[src/imusa_pkg.sv]
`timescale 1ns / 1ps
package imusa_pkg;

	localparam int SAMPLE_BITS = 32;
	localparam int TIME_BITS   = 48;
	localparam int NUM_W       = 82;
	localparam int DEN_W       = 48;

	localparam logic [1:0] SENS_ACC  = 2'd0;
	localparam logic [1:0] SENS_GYRO = 2'd1;
	localparam logic [1:0] SENS_MAG  = 2'd2;

	typedef logic signed [SAMPLE_BITS-1:0] smp_t;
	typedef smp_t [2:0] vec_t;
	typedef logic [TIME_BITS-1:0] tim_t;

	typedef struct packed {
		logic [1:0] sensor_type;
		smp_t       sample_x;
		smp_t       sample_y;
		smp_t       sample_z;
		tim_t       timestamp;
	} sample_t;

	typedef struct packed {
		smp_t acc_unit_x;
		smp_t acc_unit_y;
		smp_t acc_unit_z;
		smp_t mag_interp_x;
		smp_t mag_interp_y;
		smp_t mag_interp_z;
		smp_t rate_x;
		smp_t rate_y;
		smp_t rate_z;
		tim_t align_time;
	} result_t;

	typedef struct packed {
		vec_t acc_prev;
		vec_t acc_next;
		vec_t mag_prev;
		vec_t mag_next;
		vec_t gyro;
		tim_t acc_prev_time;
		tim_t acc_next_time;
		tim_t mag_prev_time;
		tim_t mag_next_time;
		tim_t gyro_time;
	} job_t;

	typedef struct packed {
		logic             start;
		logic [NUM_W-1:0] num;
		logic [DEN_W-1:0] den;
	} div_req_t;

	typedef struct packed {
		logic             done;
		logic [NUM_W-1:0] quo;
	} div_rsp_t;

	typedef enum logic [3:0] {
		B_IDLE,
		B_SETUP,
		B_MUL,
		B_IDIV,
		B_SQ,
		B_SQRT,
		B_NSET,
		B_NDIV,
		B_DONE
	} back_state_t;

	function automatic logic [SAMPLE_BITS-1:0] umag(smp_t v);
		return v[SAMPLE_BITS-1] ? SAMPLE_BITS'(-v) : SAMPLE_BITS'(v);
	endfunction

endpackage

[src/imusa_front.sv]
`timescale 1ns / 1ps
module imusa_front (
	input  logic                clk,
	input  logic                arst_n,
	input  logic                sample_valid,
	output logic                sample_ready,
	input  imusa_pkg::sample_t  sample,
	input  logic                full,
	output logic                push,
	output imusa_pkg::job_t     job
);

	imusa_pkg::job_t slot_q, n;
	logic gyro_held_q, acc_held_q, mag_held_q;
	logic ng, na, nm, align, accept;
	imusa_pkg::vec_t v;

	assign sample_ready = !full;
	assign accept = sample_valid && sample_ready;

	always_comb begin
		v[0] = sample.sample_x;
		v[1] = sample.sample_y;
		v[2] = sample.sample_z;
		n  = slot_q;
		ng = gyro_held_q;
		na = acc_held_q;
		nm = mag_held_q;
		if (!ng) begin
			unique case (sample.sensor_type)
				imusa_pkg::SENS_ACC: begin
					n.acc_prev = v;
					n.acc_prev_time = sample.timestamp;
				end
				imusa_pkg::SENS_MAG: begin
					n.mag_prev = v;
					n.mag_prev_time = sample.timestamp;
				end
				default: begin
					n.gyro = v;
					n.gyro_time = sample.timestamp;
					ng = 1'b1;
				end
			endcase
		end else begin
			unique case (sample.sensor_type)
				imusa_pkg::SENS_ACC: begin
					n.acc_next = v;
					n.acc_next_time = sample.timestamp;
					na = 1'b1;
				end
				imusa_pkg::SENS_MAG: begin
					n.mag_next = v;
					n.mag_next_time = sample.timestamp;
					nm = 1'b1;
				end
				default: begin
					n.gyro = v;
					n.gyro_time = sample.timestamp;
					if (na) begin
						n.acc_prev = n.acc_next;
						n.acc_prev_time = n.acc_next_time;
					end
					if (nm) begin
						n.mag_prev = n.mag_next;
						n.mag_prev_time = n.mag_next_time;
					end
					na = 1'b0;
					nm = 1'b0;
				end
			endcase
		end
		align = na && nm;
		job = n;
		if (align) begin
			n.acc_prev = n.acc_next;
			n.acc_prev_time = n.acc_next_time;
			n.mag_prev = n.mag_next;
			n.mag_prev_time = n.mag_next_time;
			ng = 1'b0;
			na = 1'b0;
			nm = 1'b0;
		end
	end

	assign push = accept && align;

	always_ff @(posedge clk or negedge arst_n) begin
		if (!arst_n) begin
			slot_q      <= '0;
			gyro_held_q <= 1'b0;
			acc_held_q  <= 1'b0;
			mag_held_q  <= 1'b0;
		end else if (accept) begin
			slot_q      <= n;
			gyro_held_q <= ng;
			acc_held_q  <= na;
			mag_held_q  <= nm;
		end
	end

endmodule

[config.mk]
export PLATFORM = sky130hd
export DESIGN_NAME = imusa_front
export DESIGN_NICKNAME = d
export VERILOG_FILES = /design/src/imusa_pkg.sv /design/src/imusa_front.sv
export SDC_FILE = /design/constraint.sdc
export NUM_CORES = 2
export LEC_CHECK = 0
export BUFFER_PORTS_ARGS = -buffer_cell sky130_fd_sc_hd__buf_2
export CAP_MARGIN = 20
export CORE_AREA = 2 2 338 340
export CTS_CLUSTER_DIAMETER = 80
export DETAILED_ROUTE_END_ITERATION = 8
export DIE_AREA = 0 0 340 342
export PLACE_DENSITY = 0.67
export SYNTH_ARGS = -nofsm -noshare
export SYNTH_HDL_FRONTEND = slang
export SYNTH_SLANG_ARGS = --single-unit
[constraint.sdc]
create_clock -name clk -period 2 [get_ports clk]
set_clock_uncertainty 0.2 [all_clocks]
set_input_delay 0.2 -clock clk [delete_from_list [all_inputs] [get_ports clk]]
set_output_delay 0.2 -clock clk [all_outputs]
set_load 0.02 [all_outputs]
==> results.cfg <==
[status]
status = finished with violations
violations = hold timing, setup timing

[floorplanning]
die-width_um = 340
io_pins = 872
die_h_um = 342
dieArea_um2 = 116000
design.core.area_um2 = 113000
start_util_pct = 42.0
core.rowCount = 124

[yosys]
async_reset_ff_share_pct = 100
synth_area_um2 = 47500
ys_warn_count = 0
syn_avg_cell_area_um2 = 8.66
synth_nets = 5635
synth-edff-count = 0
ys_types = 27
ys.flop_type = dfrtp_1
synth_seq_area_share_pct = 38.1
synth-seq-cells = 723
syn_inst = 5485

[grt]
grt-ovfl-total = 0
grt_pass1_wl_um = 278000
grt_pass1_vias = 45534
track_usage_pct = 30.4
antenna_found_initial = 9
grt_max_degree = 88

[hold_path]
hp-class = primary input to flop

[job]
cap_violations = 0

[finish]
fillers = 9655
fin_area_um2 = 63500
multiInputGateArea_um2 = 26000
syn2layout_area_growth_pct = 33.8
nets = 6466
regArea_um2 = 18100
utilization_pct = 56.2
finalNonFillerCells = 7895
drive_gt1_share_pct = 38.3

[clocking]
cts_buffer_depth = 3
cts_buffers = 87
cts.sinks = 723
root_buffer = clkbuf_16
clock_latency_ps = 670
cts_tree = done
htreeDepth = 3
clk_pin_slew_ps = 60

[timing]
tightest_slew_ps = 959
rsz0062_at_grt = yes
period_share_pct = 146
hold_viol = 1
setup_ws_ps = -916
period_minus_slack_ps = 2920
relSlewSlack_pct = 36.1
timing.hold.ws_ps = -1.13
max_freq_mhz = 343
drv_slew = 0
finalSetupViolations = 1088

[detailed_routing]
first_pass_iters = 8
ant_nets = 0
wirelength_um = 190000
drc = 0
vias = 47918
via_per_inst = 6.07
wl_per_cell_um = 24.0
drt_iter0_drc = 4969

[pwr]
powerDensity_nw_per_um2 = 1550
ir_drop_v = 0.00122
leakage_nw = 28.1

[worst_setup_path]
worstSetupEndpointType = primary output
cp_max_fo = 12
required_ps = 1600
arrival_ps = 2520
critical_path_class = flop to primary output
critPathLaunchType = flop

[placement]
dp_hpwl_um = 127000
placed_area_um2 = 56100
gp_congestion = 0.915
port_buffers = 871
place_inst = 7515
[cell families (layout without fill, tap and decap cells)]
| group | after synthesis | in the layout | synth area share, % |
|---|---|---|---|
| buffers and inverters | 1259 | 2155 | 13.7 |
| AOI/OAI and AO/OA | 1158 | 1158 | 17.5 |
| other | 0 | 2 | 0 |
| muxes | 495 | 495 | 11.4 |
| DFF | 723 | 723 | 38.1 |
| and+or+nand+nor | 1850 | 1850 | 19.2 |
[cells in the mapped netlist, types with 229 or more instances]
cell type,instances,area [µm²]
nand3_1,576,2880
dfrtp_1,723,18100
a31oi_1,289,1810
o31a_1,288,2520
nor2_1,577,2170
clkbuf_1,409,1540
nand3b_1,289,2170
a21oi_1,289,1450
nand2_1,253,950
buf_4,438,3290
a32oi_1,288,2520
mux2i_1,229,2290
inv_1,289,1080
[metrics by stage]
stage	hold slack (ps)	total power (W)	setup TNS [ps]	setup slack, ps
6_report	-1.13	0.0987	-518190	-916
5_1_grt	3.59	0.103	-588900	-969
4_1_cts	-42.4	0.0955	-518770	-894
3_5_place_dp	-19.3	0.0773	-95700	-265
3_3_place_gp	-18.4	0.0760	-81460	-251
2_1_floorplan	-296	0.0597	-1990	-57.0
[cell type report]
class	count	area share, %
multi-input cells	3503	40.8
flip-flops and latches	723	28.5
repair buffers	1712	21.5
clock buffers	131	4.05
well taps	1512	2.98
inverters	289	1.71
clock inverters	23	0.439
diodes	2	0.00788
[sequential cells by signal, indices dropped and copies added, names as in the netlist]
name,count
acc_held_q,1
mag_held_q,1
slot_q,720
gyro_held_q,1
[critical path, cell delays in order, from the launching register on]
cell and delay (ps):
dfrtp_4 500, buf_4 150, buf_12 150, buf_16 170
buf_4 160, clkbuf_16 170, a32oi_2 200, nand3_2 140
buf_2 190
[power by group]
group          total, W  switching (W)  internal, W
sequential       0.0239        0.00429       0.0196
combinational    0.0585         0.0351       0.0234
clock            0.0162        0.00685      0.00940
[path summary, 6_finish.rpt]
kind                                    startpoint                      end  slack (ps)  depth (start not counted)
max                        gyro_held_q$_DFFE_PN0P_                 job[212]        -920                          8
min                                    sample[119]  slot_q[631]$_DFFE_PN0P_          -1                          5
max reg2reg                gyro_held_q$_DFFE_PN0P_  slot_q[631]$_DFFE_PN0P_        -320                          9
min reg2reg                slot_q[247]$_DFFE_PN0P_  slot_q[247]$_DFFE_PN0P_         270                          2
max in group asynchronous                   arst_n   slot_q[97]$_DFFE_PN0P_          30                          3
min in group asynchronous                   arst_n  slot_q[586]$_DFFE_PN0P_         220                          3
[placed cells by master (no fill, tap or decap), types with 28 or more instances in the layout]
master,synthesis,layout
mux2i_4,0,86
nand2_1,253,249
a31oi_1,289,289
a21oi_1,289,289
clkbuf_16,0,100
nand3_1,576,288
dlygate4sd3_1,0,165
mux2_2,206,206
nor2_1,577,577
buf_12,0,127
mux2i_2,60,77
dfrtp_1,723,722
nand3b_1,289,289
mux2i_1,229,126
nor2b_1,147,112
inv_1,289,259
a32oi_1,288,260
buf_6,7,58
inv_2,0,28
buf_2,76,810
o31a_1,288,288
nand3_2,0,288
buf_4,438,511
[layer usage]
layer | vias up | share of wire (%) | global-route usage (%)
met3 | 587 | 8.5 | 5.45
met5 | - | 0.017 | 0
li1 | 20938 | - | -
met4 | 4 | 5.8 | 16.7
met2 | 2671 | 47 | 49.8
met1 | 23718 | 38 | 38.2
[timing repair]
action / in CTS / in global routing
gates resized for setup: 252 / 233
endpoints found under the setup margin: 996 / 1149
hold buffers: 164 / 1
pin swaps: 0 / 17
gates cloned: 3 / 13
setup buffers: 22 / 22
hold endpoints to repair: 1413 / 2
(Power assumes the default switching activity.)
