## src/imusa_pkg.sv

```systemverilog
`timescale 1ns / 1ps
package imusa_pkg;

	localparam int SAMPLE_BITS = 32;
	localparam int TIME_BITS   = 48;
	localparam int NUM_W       = 82;
	localparam int DEN_W       = 48;

	localparam logic [1:0] SENS_ACC  = 2'd0;
	localparam logic [1:0] SENS_GYRO = 2'd1;
	localparam logic [1:0] SENS_MAG  = 2'd2;

	typedef logic signed [SAMPLE_BITS-1:0] smp_t;
	typedef smp_t [2:0] vec_t;
	typedef logic [TIME_BITS-1:0] tim_t;

	typedef struct packed {
		logic [1:0] sensor_type;
		smp_t       sample_x;
		smp_t       sample_y;
		smp_t       sample_z;
		tim_t       timestamp;
	} sample_t;

	typedef struct packed {
		smp_t acc_unit_x;
		smp_t acc_unit_y;
		smp_t acc_unit_z;
		smp_t mag_interp_x;
		smp_t mag_interp_y;
		smp_t mag_interp_z;
		smp_t rate_x;
		smp_t rate_y;
		smp_t rate_z;
		tim_t align_time;
	} result_t;

	typedef struct packed {
		vec_t acc_prev;
		vec_t acc_next;
		vec_t mag_prev;
		vec_t mag_next;
		vec_t gyro;
		tim_t acc_prev_time;
		tim_t acc_next_time;
		tim_t mag_prev_time;
		tim_t mag_next_time;
		tim_t gyro_time;
	} job_t;

	typedef struct packed {
		logic             start;
		logic [NUM_W-1:0] num;
		logic [DEN_W-1:0] den;
	} div_req_t;

	typedef struct packed {
		logic             done;
		logic [NUM_W-1:0] quo;
	} div_rsp_t;

	typedef enum logic [3:0] {
		B_IDLE,
		B_SETUP,
		B_MUL,
		B_IDIV,
		B_SQ,
		B_SQRT,
		B_NSET,
		B_NDIV,
		B_DONE
	} back_state_t;

	function automatic logic [SAMPLE_BITS-1:0] umag(smp_t v);
		return v[SAMPLE_BITS-1] ? SAMPLE_BITS'(-v) : SAMPLE_BITS'(v);
	endfunction

endpackage

```

## src/imusa_fifo.sv

```systemverilog
`timescale 1ns / 1ps
module imusa_fifo #(
	parameter int DEPTH = 2
) (
	input  logic            clk,
	input  logic            arst_n,
	input  logic            push,
	input  imusa_pkg::job_t wdata,
	input  logic            pop,
	output imusa_pkg::job_t rdata,
	output logic            full,
	output logic            empty
);

	localparam int AW = (DEPTH > 1) ? $clog2(DEPTH) : 1;
	localparam int CW = $clog2(DEPTH + 1);

	imusa_pkg::job_t mem_q [DEPTH];
	logic [AW-1:0] wr_q, rd_q;
	logic [CW-1:0] cnt_q;

	assign full  = cnt_q == CW'(DEPTH);
	assign empty = cnt_q == '0;
	assign rdata = mem_q[rd_q];

	always_ff @(posedge clk) begin
		if (push) mem_q[wr_q] <= wdata;
	end

	always_ff @(posedge clk or negedge arst_n) begin
		if (!arst_n) begin
			wr_q  <= '0;
			rd_q  <= '0;
			cnt_q <= '0;
		end else begin
			if (push) wr_q <= (wr_q == AW'(DEPTH - 1)) ? '0 : wr_q + 1'b1;
			if (pop) rd_q <= (rd_q == AW'(DEPTH - 1)) ? '0 : rd_q + 1'b1;
			if (push && !pop) cnt_q <= cnt_q + 1'b1;
			else if (pop && !push) cnt_q <= cnt_q - 1'b1;
		end
	end

endmodule

```

## config.mk

```make
export PLATFORM = sky130hd
export DESIGN_NAME = imusa_fifo
export DESIGN_NICKNAME = d
export VERILOG_FILES = /design/src/imusa_pkg.sv /design/src/imusa_fifo.sv
export SDC_FILE = /design/constraint.sdc
export NUM_CORES = 1
export LEC_CHECK = 0
export ABC_AREA = 1
export BUFFER_PORTS_ARGS = -buffer_cell sky130_fd_sc_hd__buf_2
export CAP_MARGIN = 30
export CORE_AREA = 2 2 555 557
export CTS_CLUSTER_SIZE = 24
export DETAILED_ROUTE_END_ITERATION = 8
export DIE_AREA = 0 0 557 559
export PLACE_DENSITY = 0.39
export RECOVER_POWER = 100
export SLEW_MARGIN = 0
export SYNTH_ARGS = -nofsm -noshare
export SYNTH_HDL_FRONTEND = slang
export SYNTH_SLANG_ARGS = --single-unit
```

## constraint.sdc

```tcl
create_clock -name clk -period 79.7 [get_ports clk]
set_input_delay 0 -clock clk [delete_from_list [all_inputs] [get_ports clk]]
set_output_delay 0 -clock clk [all_outputs]
set_load 0.05 [all_outputs]
```

==> results of run 1 <==
## stage by stage
stage          utilization  hold slack, ns  worst slack (ns)  instances
6_report             0.272          0.0692             57.13       9534
5_1_grt              0.272          0.0187             54.69       9515
4_1_cts              0.275         0.00277             72.17       9502
3_5_place_dp         0.211          -0.181             73.16       7764
3_3_place_gp         0.211          -0.183             73.23       7763
2_1_floorplan            -          -0.296             47.67       2265
## area by class of cell
cell class | count | area (um2)
Tap cell | 4100 | 5130
Inverter | 7 | 27.5
Antenna cell | 30 | 75.1
Clock buffer | 212 | 4480
Timing Repair Buffer | 2909 | 20800
Multi-Input combinational cell | 734 | 8190
Clock inverter | 98 | 891
Fill cell | 31600 | 222000
Sequential cell | 1444 | 43300
## state kept, by name, summed over array words and instances (netlist names)
| name | cells |
|---|---|
| rd_q | 1 |
| wr_q | 1 |
| cnt_q | 2 |
| mem_q | 1440 |
## worst paths after layout
path,from,end,slack (ns),cells past startpoint
max in group asynchronous,arst_n,wr_q$_DFFE_PN0P_,79.36,3
worst max register to register,wr_q$_DFFE_PN0P_,mem_q[1][557]$_DFFE_PP_,57.13,8
worst min-delay path,wdata[674],mem_q[1][674]$_DFFE_PP_,0.07,2
worst min register to register,wr_q$_DFFE_PN0P_,wr_q$_DFFE_PN0P_,0.50,1
min in group asynchronous,arst_n,rd_q$_DFFE_PN0P_,0.15,3
worst max-delay path,wr_q$_DFFE_PN0P_,mem_q[1][557]$_DFFE_PP_,57.13,8
## synth_stat cells
cell and n:
edfxtp_1 1440, mux2_2 720, buf_6 77, inv_1 7
nand2_1 5, dfrtp_1 4, buf_2 3, nor2_1 3
xor2_1 2, ha_1 1, nand3_1 1, nand4_1 1
xnor2_1 1
## logic make-up (layout without fill, tap and decap cells)
group,after synthesis,after routing,synth area share
DFF,1444,1444,0.827
muxes,720,720,0.155
buffers and inverters,87,3226,0.0173
and+or+nand+nor,10,10,0.000787
xor gates and xnor gates,3,3,0.000501
adders and majority gates,1,1,0.000239
other,0,30,0
## routing by layer
metal | vias to the layer above | GRT usage | routed length [um] | share of wire
li1 | 15200 | - | - | -
met1 | 17100 | 0.147 | 81000 | 0.41
met2 | 1356 | 0.202 | 93500 | 0.47
met3 | 275 | 0.0459 | 19200 | 0.097
met4 | 14 | 0.0330 | 5140 | 0.026
met5 | - | 0 | 93 | 0.00047
## power groups by stage
stage / registers, mW / clock network [mW] / logic [mW]
2_1_floorplan: 1.20 / 0 / 0.916
3_3_place_gp: 1.06 / 0 / 1.24
3_5_place_dp: 1.07 / 0 / 1.24
4_1_cts: 1.05 / 0.783 / 1.30
5_1_grt: 1.09 / 0.809 / 1.31
6_report: 1.07 / 0.754 / 1.25
==> impl_metrics.json, run 1 <==
{
  "outcome": "finished with violations",
  "violations": "max-capacitance violations, max-slew violations",
  "p_clk_frac": 0.245,
  "power_mw": 3.08,
  "drtPass1Iterations": 7,
  "clkTransAtPathRegs_ns": 0.06,
  "most-common-layout-cells": "1,440 x edfxtp_1, 1,428 x dlygate4sd3_1, 779 x buf_2",
  "clockBufferDepth": 4,
  "hold_buffers": 1428,
  "grt_usage": 0.122,
  "finalSetupTns_ns": 0,
  "worst_path_max_delay_cell": "clkbuf_1",
  "synth_area_leaders": "edfxtp_1 82%, mux2_2 15%, buf_6 1.7%",
  "grt_antenna_before_repair": 49,
  "power_frac_comb": 0.407,
  "ys_types": 13,
  "grt_pass1_vias": 36200,
  "grt-ovfl-total": 0,
  "via_per_inst": 3.56,
  "required_ns": 79.84,
  "cts_root_buffer": "clkbuf_16",
  "post_dp_cell_area_um2": 64200,
  "syn_nets": 2990,
  "worst_pin_slew_ns": 8.49,
  "drv_cap": 36,
  "grt_pass1_wl_mm": 272,
  "die_w_um": 557,
  "ys_ff_latch": 1444,
  "drt-total-wl_mm": 199,
  "rsz0062_at_grt": "false",
  "io_buffers": 1445,
  "vdd_drop_max_mv": 0.0268,
  "core-area_um2": 305000,
  "syn_inst": 2265,
  "cp_max_fo": 138,
  "final_common_cell": "edfxtp_1",
  "design_area_um2": 83000,
  "drv_slew": 2221,
  "skew_ns": 0.0472,
  "io_pins": 1446,
  "cts_sinks": 1444,
  "hold_violations": 0,
  "path_cells": "nand2_1, clkinvlp_2, clkbuf_1, clkbuf_1, clkbuf_1, clkbuf_1, clkbuf_1, clkbuf_1",
  "hpwl_mm": 147,
  "worstHoldPathType": "input pin to flop",
  "num_rows": 203,
  "fmax_mhz": 44.3,
  "final_nets": 5992,
  "post-cts-setup-buffer-count": 0,
  "syn-cell-area_um2": 52400,
  "vias": 33900,
  "cts_resized": 0,
  "startpoint_type": "flop",
  "power_leakage_nw": 28.9,
  "numCtsBuffers": 171,
  "syn_area_per_cell_um2": 23.2,
  "crit_family": "buffers and inverters",
  "synth_top_area_cell": "edfxtp_1",
  "clk_latency_ns": 0.82,
  "power.density_nw_per_um2": 37.1,
  "die_area_um2": 311000,
  "switching_power_mw": 1.31,
  "place_congestion": 0.915,
  "period_minus_slack_ns": 22.57,
  "relSlewSlack": -4.66,
  "htreeDepth": 4,
  "final_layout_size_suffix_gt1_frac": 0.293,
  "cts_tree": "yes",
  "yosysSeqAreaShare": 0.827,
  "crit_path_end_kind": "flop",
  "first_iter_violations": 1990,
  "p_seq_frac": 0.348,
  "p_int_mw": 1.77,
  "ant_nets": 0,
  "die_y_um": 559,
  "grt_start_max_net_pins": 139,
  "crit_top_cell": "clkbuf_1",
  "period_share": 0.283,
  "ys_warn_count": 0,
  "wl_per_cell_um": 20.9,
  "synth_top_area_frac": 0.825,
  "setup_viol": 0,
  "area_growth_syn_to_layout_pct": 58.2,
  "path_class": "flop to flop",
  "arrival_ns": 22.72,
  "initial_core_util": 0.172,
  "slowest_delay_ns": 5.98,
  "swShare": 0.424,
  "drc": 0,
  "path_buf_inv": 7
}
Note: power is estimated with default switching activity, not from simulation.
==> run 2, diff against run 1 <==
- ABC_AREA: 1 -> 0
- PLACE_DENSITY: 0.39 -> 0.4
- clock period: 79.7 -> 19.2 ns (I/O delays scaled with it)
==> run 2 against run 1 <==
Net effect: the flow still finishes with violations (max-capacitance violations, max-slew violations); final area fell by 0.34%; synthesized area barely moved; clock power rose to 4.2 times the previous value; largest cell class unchanged; highest routed layer unchanged.
==> impl_metrics.json, run 2 <==
{
  "outcome": "finished with violations",
  "violations": "max-capacitance violations, max-slew violations",
  "die_area_um2": 311000,
  "vdd_drop_max_mv": 0.101,
  "yosysSeqAreaShare": 0.827,
  "required_ns": 19.20,
  "synth_top_family_by_area": "multiplexers",
  "wl_per_cell_um": 21.6,
  "worst_pin_slew_ns": 8.02,
  "arrival_ns": 11.30,
  "ys_ff_latch": 1444,
  "crit_path_end_kind": "primary output",
  "power_leakage_nw": 28.8,
  "htreeDepth": 4,
  "relSlewSlack": -4.35,
  "power.density_nw_per_um2": 154,
  "cts_tree": "yes",
  "clockBufferDepth": 4,
  "grt_antenna_before_repair": 139,
  "syn-cell-area_um2": 52400,
  "drt-total-wl_mm": 205,
  "synth-compound-area-share": 0,
  "power_mw": 12.8,
  "startpoint_type": "flop",
  "synth-simple-area-share": 0.000501,
  "fillers": 31500,
  "largest_register_ff_count": 1440,
  "setup_viol": 0,
  "clk_latency_ns": 0.82,
  "synthMuxAreaShare": 0.155,
  "cts_resized": 0,
  "die_w_um": 557,
  "regMostFlops": "mem_q",
  "multi_input_area_um2": 8190,
  "clkTransAtPathRegs_ns": 0.06,
  "grt_start_max_net_pins": 140,
  "final_layout_size_suffix_gt1_frac": 0.300,
  "reg.largest.list": "mem_q x1440, cnt_q x2",
  "io_pins": 1446,
  "drv_slew": 1237,
  "post-cts-setup-buffer-count": 0,
  "period_share": 0.588,
  "period_minus_slack_ns": 11.30,
  "numCtsBuffers": 174,
  "grt_pass1_vias": 35500,
  "num_rows": 203,
  "grt_usage": 0.126,
  "syn_area_per_cell_um2": 23.2,
  "core-area_um2": 305000,
  "synth_top_area_frac": 0.825,
  "ys_types": 12,
  "die_y_um": 559,
  "yosys_most_used_dff": "edfxtp_1",
  "most-common-layout-cells": "1,440 x edfxtp_1, 1,385 x dlygate4sd3_1, 762 x buf_2",
  "grt_pass1_wl_mm": 277,
  "drv_cap": 21,
  "path_class": "flop to primary output",
  "io_buffers": 1445,
  "fin_cells": 9498,
  "synth_fa_ha_area_frac": 0.000239,
  "cts_sinks": 1444,
  "vias": 33900,
  "hold_violations": 0,
  "synth_top_area_cell": "edfxtp_1",
  "final_nets": 5941,
  "synthMostInstantiatedCell": "edfxtp_1",
  "final_common_cell": "edfxtp_1",
  "rsz0062_at_grt": "false",
  "fmax_mhz": 88.5,
  "hold_ws_ns": 0.0583,
  "ant_nets": 0,
  "via_per_inst": 3.57,
  "drtPass1Iterations": 5,
  "first_iter_violations": 2052,
  "worstHoldPathType": "input pin to flop",
  "async_reset_ff_frac": 0.00277,
  "synth_area_leaders": "edfxtp_1 82%, mux2_2 15%, buf_6 1.7%",
  "regArea_um2": 43300,
  "place_congestion": 0.813,
  "cp_max_fo": 58,
  "finalSetupTns_ns": 0,
  "syn_nets": 2981,
  "synth-edff-count": 1440,
  "dp_cells": 7754,
  "hpwl_mm": 151,
  "initial_core_util": 0.172,
  "cts_root_buffer": "clkbuf_16",
  "ys_warn_count": 0,
  "synthXorXnorAreaFrac": 0.000835,
  "syn_inst": 2256,
  "yosys-top-cells-count": "1,440 x edfxtp_1, 720 x mux2_2, 77 x buf_6, 4 x dfrtp_1, 4 x xor2_1",
  "drc": 0,
  "grt-ovfl-total": 0,
  "area_growth_syn_to_layout_pct": 57.7,
  "skew_ns": 0.0370
}
-- run 2: power by group --
part	switching, mW	internal, mW
sequential	0.130	4.24
combinational	3.98	1.25
clock	1.35	1.81
-- run 2: final timing paths --
| kind | slack (ns) | from | endpoint | cells after the start |
|---|---|---|---|---|
| max in group asynchronous | 18.40 | arst_n | wr_q$_DFFE_PN0P_ | 4 |
| worst min-delay path | 0.06 | wdata[562] | mem_q[0][562]$_DFFE_PP_ | 2 |
| worst max-delay path | 7.90 | rd_q$_DFFE_PN0P_ | rdata[385] | 5 |
| worst max register to register | 8.15 | wr_q$_DFFE_PN0P_ | mem_q[0][311]$_DFFE_PP_ | 5 |
| worst min register to register | 0.49 | cnt_q[1]$_DFFE_PN0P_ | cnt_q[1]$_DFFE_PN0P_ | 1 |
| min in group asynchronous | 0.63 | arst_n | rd_q$_DFFE_PN0P_ | 4 |
-- run 2: critical path, stage by stage, from the launching register on --
cell and delay [ns]:
dfrtp_1 2.06, clkbuf_1 2.47, clkbuf_1 1.80, clkbuf_1 2.70, mux2_2 0.55, clkbuf_1 0.69
-- run 2: final cells by class --
class,count,share of cell area
antenna,47,0.00142
clock buffer,218,0.0555
clock inverter,93,0.00976
inverter,1,0.0000454
multi-input combinational,731,0.0991
sequential,1444,0.524
tap,4100,0.0620
timing repair buffer,2864,0.248
-- run 2: logic make-up (layout without fill, tap and decap cells) --
logic type / count (synthesis) / count (layout)
DFF: 1444 / 1444
adders and majority gates: 1 / 1
buffers and inverters: 81 / 3176
muxes: 720 / 720
other: 0 / 47
and+or+nand+nor: 5 / 5
xor gates and xnor gates: 5 / 5
-- run 2: what timing repair did --
| action | in CTS | in global routing |
|---|---|---|
| hold buffers | 1385 | 0 |
| hold endpoints to repair | 1516 | 0 |
| endpoints found under the setup margin | 0 | 0 |
-- run 2: metrics by stage --
step                       util  instance area [um2]  setup slack (ns)
final                     0.271                82700              7.90
after global routing      0.271                82600              6.89
after CTS                 0.274                83500             13.67
after detailed placement  0.211                64200             13.71
after global placement    0.211                64200             13.68
after floorplan               -                52400              1.50
-- run 2: routing by layer --
| metal | global-route usage | share of wire | up-vias |
|---|---|---|---|
| li1 | - | - | 15100 |
| met1 | 0.154 | 0.41 | 17100 |
| met2 | 0.205 | 0.46 | 1364 |
| met3 | 0.0533 | 0.10 | 338 |
| met4 | 0.0244 | 0.021 | 46 |
| met5 | 0 | 0.0015 | - |
