File: src/imusa_pkg.sv
`timescale 1ns / 1ps
package imusa_pkg;

	localparam int SAMPLE_BITS = 32;
	localparam int TIME_BITS   = 48;
	localparam int NUM_W       = 82;
	localparam int DEN_W       = 48;

	localparam logic [1:0] SENS_ACC  = 2'd0;
	localparam logic [1:0] SENS_GYRO = 2'd1;
	localparam logic [1:0] SENS_MAG  = 2'd2;

	typedef logic signed [SAMPLE_BITS-1:0] smp_t;
	typedef smp_t [2:0] vec_t;
	typedef logic [TIME_BITS-1:0] tim_t;

	typedef struct packed {
		logic [1:0] sensor_type;
		smp_t       sample_x;
		smp_t       sample_y;
		smp_t       sample_z;
		tim_t       timestamp;
	} sample_t;

	typedef struct packed {
		smp_t acc_unit_x;
		smp_t acc_unit_y;
		smp_t acc_unit_z;
		smp_t mag_interp_x;
		smp_t mag_interp_y;
		smp_t mag_interp_z;
		smp_t rate_x;
		smp_t rate_y;
		smp_t rate_z;
		tim_t align_time;
	} result_t;

	typedef struct packed {
		vec_t acc_prev;
		vec_t acc_next;
		vec_t mag_prev;
		vec_t mag_next;
		vec_t gyro;
		tim_t acc_prev_time;
		tim_t acc_next_time;
		tim_t mag_prev_time;
		tim_t mag_next_time;
		tim_t gyro_time;
	} job_t;

	typedef struct packed {
		logic             start;
		logic [NUM_W-1:0] num;
		logic [DEN_W-1:0] den;
	} div_req_t;

	typedef struct packed {
		logic             done;
		logic [NUM_W-1:0] quo;
	} div_rsp_t;

	typedef enum logic [3:0] {
		B_IDLE,
		B_SETUP,
		B_MUL,
		B_IDIV,
		B_SQ,
		B_SQRT,
		B_NSET,
		B_NDIV,
		B_DONE
	} back_state_t;

	function automatic logic [SAMPLE_BITS-1:0] umag(smp_t v);
		return v[SAMPLE_BITS-1] ? SAMPLE_BITS'(-v) : SAMPLE_BITS'(v);
	endfunction

endpackage

File: src/imusa_div.sv
`timescale 1ns / 1ps
module imusa_div (
	input  logic                clk,
	input  logic                arst_n,
	input  imusa_pkg::div_req_t req,
	output imusa_pkg::div_rsp_t rsp
);

	localparam int NW = imusa_pkg::NUM_W;
	localparam int DW = imusa_pkg::DEN_W;
	localparam int CW = $clog2(NW);

	logic busy_q, done_q;
	logic [CW-1:0] cnt_q;
	logic [NW-1:0] nq_q;
	logic [DW-1:0] r_q, den_q;
	logic [DW:0] rs, rn;
	logic ge;

	always_comb begin
		rs = {r_q, nq_q[NW-1]};
		ge = rs >= {1'b0, den_q};
		rn = ge ? rs - {1'b0, den_q} : rs;
	end

	// round half away from zero on the magnitude
	assign rsp.done = done_q;
	assign rsp.quo  = nq_q + NW'({r_q, 1'b0} >= {1'b0, den_q});

	always_ff @(posedge clk or negedge arst_n) begin
		if (!arst_n) begin
			busy_q <= 1'b0;
			done_q <= 1'b0;
			cnt_q  <= '0;
		end else begin
			done_q <= 1'b0;
			if (req.start) begin
				busy_q <= 1'b1;
				cnt_q  <= '0;
			end else if (busy_q) begin
				cnt_q <= cnt_q + 1'b1;
				if (cnt_q == CW'(NW - 1)) begin
					busy_q <= 1'b0;
					done_q <= 1'b1;
				end
			end
		end
	end

	always_ff @(posedge clk) begin
		if (req.start) begin
			nq_q  <= req.num;
			r_q   <= '0;
			den_q <= req.den;
		end else if (busy_q) begin
			nq_q <= {nq_q[NW-2:0], ge};
			r_q  <= rn[DW-1:0];
		end
	end

endmodule

File: config.mk
export PLATFORM = sky130hd
export DESIGN_NAME = imusa_div
export DESIGN_NICKNAME = d
export VERILOG_FILES = /design/src/imusa_pkg.sv /design/src/imusa_div.sv
export SDC_FILE = /design/constraint.sdc
export NUM_CORES = 1
export LEC_CHECK = 0
export BUFFER_PORTS_ARGS = -buffer_cell sky130_fd_sc_hd__buf_2
export CAP_MARGIN = 20
export CORE_UTILIZATION = 25
export DETAILED_ROUTE_END_ITERATION = 12
export PLACE_DENSITY = 0.53
export SYNTH_ARGS = -nofsm -noshare
export SYNTH_HDL_FRONTEND = slang
export SYNTH_SLANG_ARGS = --single-unit
File: constraint.sdc
create_clock -name clk -period 3 [get_ports clk]
set_input_delay 0 -clock clk [delete_from_list [all_inputs] [get_ports clk]]
set_output_delay 0 -clock clk [all_outputs]
set_load 0.005 [all_outputs]
==> reports/metrics.cfg, run 1 <==
[synthesis]
synth_compound_area_share_pct=13.3
synthSimpleGateAreaFrac_pct=16.8
synthCells=1240
synth_top_family_by_area=simple AND/OR/NAND/NOR gates
ys_warn_count=0
synth_nets=1426
syn_area_per_cell_um2=9.72
synthAdderAreaFrac_pct=5.57
synthXorXnorAreaFrac_pct=9.01
ys.flop_type=edfxtp_1
syn-cell-area_mm2=0.0120
yosysSeqAreaShare_pct=42.2
synth_edf_count=130
synth-async-reset-ratio_pct=4.81
synth_mux_area_share_pct=8.63
ys_types=72
ys_ff_latch=187

[clocking]
clockBufferDepth=2
root_buffer=clkbuf_16
h-tree-depth=4
cts_tree=built
cts_sinks=187
cts_buffers=17
clk_latency_ns=0.47
clk_pin_slew_worst_paths_ns=0.07

[pwr]
switching_share_pct=36.4
p_int_uw=7900
leakage_uw=0.00820
p_clk_share_pct=19.8
p_comb_share_pct=51.0
seqPwrFrac_pct=29.1
p_per_area_mw_per_mm2=641
switchingPower_uw=4530
ir_drop_mv=0.508

[outcome]
outcome=complete, but fails checks
violations=negative setup slack

[drt]
dr_wl_met2_mm=20.4
drc_errors=0
dr.pass1.iters=5
drtIter0Drc=500
met3RoutedLength_mm=1.51
vias=11400
routedWlPerCell_um=16.7
routed_wl_mm=41.0
antenna_left=0
vias_per_cell=4.65
wl_met1_mm=18.0
route.top_layer_used=met4

[sta]
final_hold_viol_count=0
max_freq_mhz=259
fin_skew_ns=0.0146
slew_violations=0
relSlewSlack_pct=45.0
rsz0062_at_grt=yes
fin_ws_ns=-0.867
worst_slew_pin_slew_ns=0.825
setup_viol=84
fin_crit_sh_pct=129
fin_crit_ns=3.87

[finish]
final_util_pct=40.7
most-common-layout-cells=229 x buf_4, 210 x buf_2, 133 x dlygate4sd3_1, 130 x edfxtp_1, 95 x nor2_1
diodes=0
layout_commonest_cell=buf_4
area_delta_synth_final_pct=61.1
stdcell_area_mm2=0.0194
post_route_cells_drive_above_1_share_pct=44.7
fin_nets=2010
final_cells=2452

[placed_design]
post_dp_cell_area_mm2=0.0156
gp_congestion=0.912
dp_hpwl_mm=29.7
dp.cells=2252
numPortBuffers=215

[critical_path]
crit_required_ns=3.00
cp_max_fo=5
critical_path_class=flop to output pin
r2r_slack_ns=-0.13
endpoint_kind=output pin
r2r-start=den_q[0]
ff2ff_path_depth=15
critPathLaunchType=flop
crit_arrival_ns=3.87
r2r-end=r_q[32]

[grt]
grt_max_degree=103
grt_pass1_vias=11300
antenna_found_initial=0
overflow=0
grt_pass1_wl_mm=61.6
track_usage_pct=16.0

[die]
initial_core_util_pct=25.3
num_rows=80
core-area_mm2=0.0476
die_h_um=222
ios=216
die_area_mm2=0.0491
die_w_um=222

[worst_hold_path]
holdPathEnd=den_q[16]
hp-class=primary input to flop
min_from=req[16]
holdPathStages=2

[run]
maxCapViolCount=0

==> metal layers <==
layer | global-route usage, % | vias to the layer above
li1 | - | 5688
met1 | 19.6 | 5368
met2 | 28.6 | 283
met3 | 2.72 | 59
met4 | 4.86 | 0
met5 | 0 | -
==> final cells by class <==
cell class              count  area, um^2
fillers                  4603       28200
multi-input cells         927        7930
flip-flops and latches    187        5090
repair buffers            621        4750
well taps                 615         769
clock buffers              17         425
inverters                  70         267
clock inverters            15         186
==> cells by family (layout without fill, tap and decap cells) <==
logic type | Yosys count | in the layout
AOI/OAI and AO/OA | 249 | 249
xor gates and xnor gates | 124 | 124
adders and majority gates | 53 | 53
buffers and inverters | 127 | 723
DFF | 187 | 187
muxes | 94 | 94
and+or+nand+nor | 406 | 407
==> what timing repair did <==
action,4_1_cts,5_1_grt
hold endpoints to repair,163,0
gates cloned,0,5
gates resized for setup,116,183
pin swaps,41,87
endpoints found under the setup margin,106,128
hold buffers,133,0
buffers inserted,9,29
==> critical path: stages, from the launching register on <==
cell and delay (ns):
edfxtp_1 0.35, inv_2 0.05, ha_4 0.28, nand4_4 0.12
nor4_4 0.29, or3b_4 0.43, o21ai_2 0.13, nand2_1 0.08
nand2_2 0.10, ha_4 0.16, buf_6 0.10, ha_4 0.14
and3_4 0.20, nand2_4 0.07, buf_6 0.17, nor2_4 0.18
buf_6 0.15, nand4_1 0.11, xnor2_1 0.17, buf_2 0.14
==> cell usage after synthesis (36+ instances only) <==
cell type,n,share of area (%)
a211oi_1,42,2.6
a21oi_1,84,3.5
clkbuf_1,36,1.1
dfxtp_1,48,8.0
edfxtp_1,130,32
ha_1,52,5.4
inv_1,70,2.2
mux2_2,79,7.4
nand2_1,96,3.0
nand3_1,58,2.4
nor2_1,115,3.6
o21ai_0,37,1.5
xnor2_1,91,6.6
==> how the worst max path moves through the flow <==
stage	startpoint	to	slack (ns)
after floorplan	den_q[23]	rsp[76]	-0.14
after global placement	den_q[23]	rsp[78]	-0.60
after detailed placement	den_q[23]	rsp[78]	-0.67
after CTS	den_q[27]	rsp[79]	-1.00
after global routing	den_q[26]	rsp[81]	-1.08
final	den_q[27]	rsp[38]	-0.87
==> state kept, by name, indices dropped and copies added, names as in the netlist <==
| register | cells |
|---|---|
| r_q | 48 |
| nq_q | 82 |
| busy_q | 1 |
| cnt_q | 7 |
| done_q | 1 |
| den_q | 48 |
==> metrics by stage <==
stage          total power (uW)  hold slack, ns  setup TNS, ns  worst slack, ns
4_1_cts                   11600           0.204         -54.15            -1.00
6_report                  12400           0.239         -51.47           -0.867
3_5_place_dp               8730          -0.137         -25.23           -0.674
5_1_grt                   13200           0.213         -68.09            -1.08
3_3_place_gp               8690          -0.137         -23.67           -0.598
2_1_floorplan              6470          -0.296          -1.03           -0.142
==> power by group through the flow <==
stage / Combinational [uW] / Sequential (uW) / Clock [uW]
floorplan: 2960 / 3510 / 0
global placement: 5120 / 3570 / 0
detailed placement: 5160 / 3580 / 0
CTS: 5510 / 3560 / 2570
global route: 6910 / 3670 / 2650
finish: 6350 / 3620 / 2470
Note: power is estimated with default switching activity, not from simulation.
==> run 2: changes to the inputs <==
- REMOVE_ABC_BUFFERS: not set -> 1
==> reports/metrics.cfg, run 2 (synthesis results as in run 1) <==
[placed_design]
dp.cells=2268  ; was 2,252
dpl_worst_slack_ns=-0.996  ; was -0.674 ns
gp_congestion=0.893  ; was 0.912
dp_hpwl_mm=29.4  ; was 29.7 mm
numPortBuffers=215  ; unchanged

[critical_path]
crit_required_ns=3.00  ; about the same
ff2ff_path_depth=14  ; was 15
startpoint=den_q[22]  ; was den_q[27]
endpoint=rsp[72]  ; was rsp[38]
cp_max_fo=4  ; was 5
crit_path_frequent_cell=ha_4
path_cells=inv_2 -> ha_4 -> nand4_4 -> nor4_4 -> or3b_4 -> o21ai_2 -> nand2_1 -> nand2_2 -> ha_4 -> buf_4 -> ha_4 -> and3_4 -> nand2_4 -> nor2_4 -> nand2_2 -> nor3_4 -> buf_6 -> nand3_2 -> xnor2_1 -> buf_2  ; was inv_2 -> ha_4 -> nand4_4 -> nor4_4 -> or3b_4 -> o21ai_2 -> nand2_1 -> nand2_2 -> ha_4 -> buf_6 -> ha_4 -> and3_4 -> nand2_4 -> buf_6 -> nor2_4 -> buf_6 -> nand4_1 -> xnor2_1 -> buf_2
max_stage_delay_ns=0.43  ; about the same
critPathLaunchType=flop  ; unchanged
cpMaxStageDelayCell=or3b_4  ; unchanged
r2r-end=r_q[28]  ; was r_q[32]
endpoint_kind=output pin  ; unchanged
r2r_slack_ns=-0.18  ; was -0.13 ns
critical_path_class=flop to output pin  ; unchanged
r2r-start=den_q[0]  ; unchanged
crit_arrival_ns=4.01  ; was 3.87 ns

[drt]
vias=11500  ; was 11,400
antenna_left=0  ; unchanged
dr.pass1.iters=5  ; unchanged
routed_wl_mm=40.6  ; was 41.0 mm
routedWlPerCell_um=16.4  ; was 16.7 um
drtIter0Drc=521  ; was 500
drc_errors=0  ; unchanged
vias_per_cell=4.67  ; was 4.65

[grt]
antenna_found_initial=2  ; was 0
overflow=0  ; unchanged
grt_pass1_vias=11900  ; was 11,300
grt_max_degree=83  ; was 103
track_usage_pct=16.5  ; was 16.0%
grt_pass1_wl_mm=63.0  ; was 61.6 mm

[pwr]
ir_drop_mv=0.453  ; was 0.508 mV
leakage_uw=0.00824  ; was 0.00820 uW
p_per_area_mw_per_mm2=636  ; was 641 mW/mm^2
totalPowerFinal_uw=12400  ; about the same

[sta]
fin_skew_ns=0.0202  ; was 0.0146 ns
slew_violations=0  ; unchanged
final_hold_viol_count=0  ; unchanged
rsz0062_at_grt=yes  ; unchanged
relSlewSlack_pct=54.5  ; was 45.0%
max_freq_mhz=249  ; was 259 MHz
worst_slew_pin_slew_ns=0.675  ; was 0.825 ns
fin_crit_sh_pct=134  ; was 129%
whs_ns=0.219  ; was 0.239 ns
fin_crit_ns=4.01  ; was 3.87 ns
fin_ws_ns=-1.01  ; was -0.867 ns
setup_viol=84  ; unchanged

[die]
die_w_um=222  ; unchanged
initial_core_util_pct=25.3  ; unchanged
die_area_mm2=0.0491  ; unchanged
die_h_um=222  ; unchanged
core-area_mm2=0.0476  ; unchanged
num_rows=80  ; unchanged
ios=216  ; unchanged

[clocking]
h-tree-depth=4  ; unchanged
clockBufferDepth=2  ; unchanged
clk_pin_slew_worst_paths_ns=0.07  ; about the same
clk_latency_ns=0.50  ; was 0.47 ns
cts_tree=built  ; unchanged
root_buffer=clkbuf_16  ; unchanged
cts_sinks=187  ; unchanged
cts_buffers=17  ; unchanged

[finish]
most-common-layout-cells=241 x buf_4, 214 x buf_2, 133 x dlygate4sd3_1, 130 x edfxtp_1, 92 x nor2_1  ; was 229 x buf_4, 210 x buf_2, 133 x dlygate4sd3_1, 130 x edfxtp_1, 95 x nor2_1
final_util_pct=40.8  ; was 40.7%
fin_nets=2031  ; was 2,010
largest_reg_flops=82  ; unchanged
top_regs=nq_q (82), den_q (48), r_q (48)  ; unchanged
fillCellCount=4651  ; was 4,603
post_route_cells_drive_above_1_share_pct=44.6  ; was 44.7%
largest_register=nq_q  ; unchanged
final_cells=2475  ; was 2,452
layout_commonest_cell=buf_4  ; unchanged
area_delta_synth_final_pct=61.3  ; was 61.1%

[worst_hold_path]
hp-class=primary input to flop  ; unchanged

[run]
maxCapViolCount=0  ; unchanged

[outcome]
outcome=complete, but fails checks  ; unchanged
violations=negative setup slack  ; unchanged

==> run 2: cell types whose count changed in the layout (fill, tap and decap cells not counted), sizes merged <==
cell    previous run  this run
buf              485       509
bufinv             3         2
clkbuf            20        19
clkinv             5         6
diode              0         2
inv               76        75
nor2b              5         4
==> run 2: cell type report <==
class                      instances  area (um^2)  share of cell area (%)
tap                              615          769                    3.96
antenna                            2         5.00                  0.0258
multi-input combinational        926         7750                    39.9
clock inverter                    14          160                   0.824
inverter                          70          267                    1.37
timing repair buffer             643         4960                    25.5
clock buffer                      18          429                    2.21
sequential                       187         5090                    26.2
==> run 2: power breakdown <==
part,switching (uW),leakage (uW),internal [uW]
Sequential,383,0.00185,3200
Combinational,2990,0.00611,3430
Clock,1120,0.000288,1250
==> run 2: worst min path at each step <==
stage	to	from	depth (start not counted)	slack, ns
detailed placement	cnt_q[3]	arst_n	1	-0.14
global placement	cnt_q[5]	arst_n	1	-0.14
floorplan	busy_q	arst_n	0	-0.30
CTS	den_q[17]	req[17]	2	0.17
global route	den_q[24]	req[24]	2	0.20
finish	den_q[46]	req[46]	2	0.22
==> run 2: what timing repair did <==
item,CTS,global route
hold buffers,133,0
hold endpoints to repair,140,0
endpoints found under the setup margin,103,128
pin swaps,41,99
buffers inserted,19,30
gates cloned,2,1
gates resized for setup,119,199
==> run 2: through the flow <==
stage	setup TNS [ns]	area (um^2)
floorplan	-128.08	11800
global placement	-41.58	15600
detailed placement	-45.75	15600
CTS	-59.76	18200
global route	-79.52	19400
finish	-60.53	19400
==> run 2: worst max-delay path: cells and delay by family (launching register included) <==
| family | cells | cell delay [ns] |
|---|---|---|
| simple gates | 11 | 1.83 |
| fa+ha+maj | 3 | 0.59 |
| buf+inv | 4 | 0.47 |
| flops | 1 | 0.35 |
| xor+xnor | 1 | 0.17 |
| compound gates | 1 | 0.12 |
==> run 2: metal layers <==
layer  track usage [%]  wire length (um)  vias up
li1                  -                 -     5739
met1              19.2             17100     5510
met2              29.0             20400      258
met3              4.76              2260       42
met4              5.35               746        0
met5                 0                 0        -
